[config.mk]
export PLATFORM = sky130hd
export DESIGN_NAME = osp_ram
export DESIGN_NICKNAME = d
export VERILOG_FILES = /design/src/rtl/osp_ram.sv
export SDC_FILE = /design/constraint.sdc
export NUM_CORES = 2
export LEC_CHECK = 0
export ABC_CLOCK_PERIOD_IN_PS = 3000
export BUFFER_PORTS_ARGS = -buffer_cell sky130_fd_sc_hd__buf_2
export CAP_MARGIN = 25
export CORE_MARGIN = 1
export CORE_UTILIZATION = 50
export DETAILED_ROUTE_END_ITERATION = 6
export PLACE_DENSITY_LB_ADDON = 0.15
export SLEW_MARGIN = 40
export SYNTH_ARGS = -nofsm -noshare
export SYNTH_HDL_FRONTEND = slang
export SYNTH_SLANG_ARGS = --single-unit
[constraint.sdc]
create_clock -name clk -period 3 [get_ports clk]
set_input_delay 0.9 -clock clk [delete_from_list [all_inputs] [get_ports clk]]
set_output_delay 0.9 -clock clk [all_outputs]
set_load 0.02 [all_outputs]
[src/rtl/osp_ram.sv]
// generic single-port-write, single-port-read ram with registered read data
`timescale 1ns / 1ps

module osp_ram #(
	parameter int WIDTH = 8,
	parameter int DEPTH = 256
) (
	input  logic                     clk,
	input  logic                     we,
	input  logic [$clog2(DEPTH)-1:0] waddr,
	input  logic [WIDTH-1:0]         wdata,
	input  logic                     re,
	input  logic [$clog2(DEPTH)-1:0] raddr,
	output logic [WIDTH-1:0]         rdata
);

	logic [WIDTH-1:0] mem [DEPTH];

	// read returns the old contents on a same-cycle write
	always_ff @(posedge clk) begin
		if (we) begin
			mem[waddr] <= wdata;
		end
		if (re) begin
			rdata <= mem[raddr];
		end
	end

endmodule
==> key figures <==
Timing
  • Setup violators final: 0
  • Tmin final: 2.969 ns
  • Tightest Pin Transition: 0.7501 ns
  • Fmax achieved: roughly 0.34 GHz
  • Final Cycle Share: 98.96%
  • Unrepaired setup endpoints after global routing: false
  • Final hold slack: 0.4969 ns
  • Slew Limit Fails: 0
  • Setup Skew: between 0.03 and 0.04 ns
  • Slew HR: 49.99%
  • Worst setup margin: just over 0.03 ns
  • Final hold violations: 0

Placement
  • HPWL after detailed placement: 131200 µm
  • Post-Place Setup Slack: -0.9929 ns
  • Final Wtd Congestion: 0.8636
  • PortBufs: 34
  • Dpl cells: 6339
  • Placed instance area: 87640 µm²

CTS
  • H-tree levels: 4
  • Longest Clk Path Bufs: 3
  • Worst skew pair latency: 0.83 ns
  • Post-CTS setup buffer count: 0
  • Total CTS buffers: 205
  • Clk sinks: roughly 2100
  • Root buffer cell: clkbuf_16
  • CTS Hold Bufs: 0
  • Reg clk slew, reported paths: ~0.06 ns
  • CTS tree: built

Setup path
  • Reg2reg setup slack: 0.37 ns
  • Crit path arrival time: between 3 and 4 ns
  • CP Data Required Time: around 3.6 ns
  • Worst setup EP type: register
  • Setup Crit Path Kind: in2reg
  • Startpoint types: input port
  • CP Max Fanout: 20

Detailed routing
  • Routed len/inst: roughly 30 µm
  • Drt first pass iters: 6
  • Post-Route WL: 201700 µm
  • Via count: between 40000 and 50000
  • Final ANT Viol Nets: 0
  • DR DRC count: 0
  • Via-to-Cell Ratio: 6.072
  • DR iter-0 viols: between 4000 and 5000

Status
  • Outcome: finished clean

Floorplanning
  • Core Box Area: around 160000 µm²
  • Die area: 160900 µm²
  • Height of the die: 401.1 µm
  • Top Ports: 35
  • Die width: between 400 and 500 µm
  • Starting Density: 50.34%
  • Row count: 146

Pwr
  • Flop pwr share: a little over half
  • Int Pwr: 47.83 mW
  • VDD IR max: 0.0005306 V
  • Switching share of power: 21.07%
  • Clock power share: 42.1%
  • PwrDens: around 640 nW/µm²
  • Leak: 30.83 nW
  • Combinational share of power: under 10%
  • NetSw: about 13 mW

Logic synthesis
  • Post-Syn Area: between 70000 and 80000 µm²
  • Post-synth ARST share: 0%
  • Seq/Total Area, Yosys: 77.53%
  • Main flop type after synthesis: edfxtp_1
  • Yosys reg bits: 2056
  • Synthesized Nets: 3760
  • Yosys Warn Count: 0
  • Synth unique cells: 54
  • EDFF count, synth: 2056
  • Mean Syn Cell Area: 21.33 µm²
  • Cells after Synth: 3733

Worst hold path
  • Hold Crit Class: in2reg

Global route
  • Initial antenna violation count: 9
  • Aggregate global-route resource usage: between 20% and 30%
  • Largest net degree at the start of global routing: 88
  • Vias in the first global route: 41320
  • GRT overflow: 0
  • First-pass GRT wire length: slightly below 300000 µm

Finish
  • Final instance area: 94420 µm²
  • Synth-to-layout area growth: 18.56%
  • Fin nets: 4501
  • Share of cells above drive strength 1: 33.10%
  • Multi-input logic area: about 17000 µm²
  • FF/Latch Area: roughly 62000 µm²
  • Filler instances: approximately 11000
  • Final Non-Filler Cells: slightly below 7000
  • Fin util: 59.68%

Flow run
  • MaxCap Viol Count: 0
## worst max-delay path, stage by stage
cell and delay [ns]:
buf_8 0.23, buf_12 0.23, buf_4 0.29, buf_4 0.22
mux2i_1 0.27, o22ai_1 0.12, o21ai_0 0.18, nand3_1 0.19
nor4_1 0.56, buf_4 0.21, nor4_1 0.05
## timing repair
item,in CTS,in global routing
resized for setup,5,4
pin swaps,0,1
endpoints found under the setup margin,5,4
## layout make-up
| type | count | share of cell area, % |
|---|---|---|
| Timing Repair Buffer | 767 | 7.197 |
| Clock buffer | 251 | 5.774 |
| Multi-Input combinational cell | 1442 | 17.54 |
| Tap cell | 2072 | 2.746 |
| Sequential cell | 2056 | 65.39 |
| Inverter | 2 | 0.007951 |
| Antenna cell | 2 | 0.005301 |
| Clock inverter | 131 | 1.346 |
## registers in the layout (all words and copies together) (netlist names)
| register | cells |
|---|---|
| mem | 2048 |
| rdata | 8 |
## synthesized netlist by cell type, types with 6 or more instances
master	instances	area [µm²]
buf_6	21	236.5
nor2_1	282	1059
buf_2	31	155.2
mux2i_1	134	1341
buf_8	13	195.2
nand4_1	10	62.56
nand2b_1	8	50.05
clkbuf_1	111	416.7
and2_1	6	37.54
buf_1	22	82.58
o21ai_0	10	50.05
nor4_1	24	150.1
o221ai_1	46	402.9
edfxtp_1	2056	61740
a221oi_1	13	113.9
o22ai_1	28	175.2
a22oi_1	133	998.5
mux4_2	454	10220
buf_4	27	202.7
a21oi_1	96	480.5
a211oi_1	16	120.1
a22o_1	8	70.07
nand2_1	33	123.9
nor2b_1	31	193.9
buf_12	8	160.2
o211ai_1	10	75.07
nand3_1	34	170.2
nor3_1	22	110.1
## logic make-up after synthesis
kind of cell,Yosys count,share of synthesized area [%]
buffers and inverters,235,1.829
muxes,591,14.60
AOI/OAI and AO/OA,385,3.416
and+or+nand+nor,466,2.625
DFF,2056,77.53
## cells in the final DEF (no fill, tap or decap), drive strengths merged, types with 2 or more instances in the layout
cell type / synthesis / routed
a2111oi: 5 / 5
a211oi: 16 / 16
a21oi: 96 / 96
a221oi: 14 / 14
a22o: 8 / 8
a22oi: 133 / 133
a311oi: 2 / 2
a31oi: 2 / 2
and2: 6 / 6
and3b: 2 / 2
buf: 122 / 767
bufinv: 0 / 22
clkbuf: 111 / 251
clkinv: 1 / 100
clkinvlp: 0 / 5
diode: 0 / 2
edfxtp: 2056 / 2056
inv: 1 / 6
mux2i: 134 / 134
mux4: 456 / 456
nand2: 33 / 33
nand2b: 8 / 8
nand3: 34 / 34
nand3b: 2 / 2
nand4: 10 / 10
nor2: 282 / 282
nor2b: 31 / 31
nor3: 22 / 22
nor4: 27 / 27
o211ai: 10 / 10
o21ai: 12 / 12
o221ai: 47 / 47
o22a: 5 / 5
o22ai: 28 / 28
o32ai: 5 / 5
or2: 4 / 4
## layer usage
layer	GRT usage, %	up-vias	routed length (µm)	share of wire [%]
met5	0	-	52	0.026
met4	6.870	8	5112	2.5
met3	4.609	281	15280	7.6
met2	40.22	1663	97250	48
met1	36.35	21660	84050	42
li1	-	17210	-	-
## final timing paths
check        depth (start not counted)                 start              endpoint
min                                  1              wdata[2]  mem[86][2]$_DFFE_PP_
max reg2reg                          6  mem[87][0]$_DFFE_PP_    rdata[0]$_DFFE_PP_
max                                 11              raddr[0]    rdata[7]$_DFFE_PP_
min reg2reg                          7  mem[20][6]$_DFFE_PP_    rdata[6]$_DFFE_PP_
## power groups by stage
| stage | registers [mW] | logic, mW | clock network [mW] |
|---|---|---|---|
| finish | 31.7 | 3.34 | 25.5 |
| global route | 31.7 | 3.51 | 26.9 |
| CTS | 31.7 | 3.36 | 25.9 |
| detailed placement | 32.3 | 3.35 | 0 |
| global placement | 32.3 | 3.32 | 0 |
| floorplan | 32.3 | 1.54 | 0 |
## stage by stage
stage               total power [mW]  setup TNS (ns)
floorplan                      33.86               0
finish                         60.60               0
detailed placement             35.68          -7.165
global placement               35.65          -8.224
CTS                            61.01               0
global route                   62.15               0
No activity file was read; power rests on OpenSTA's default activity.
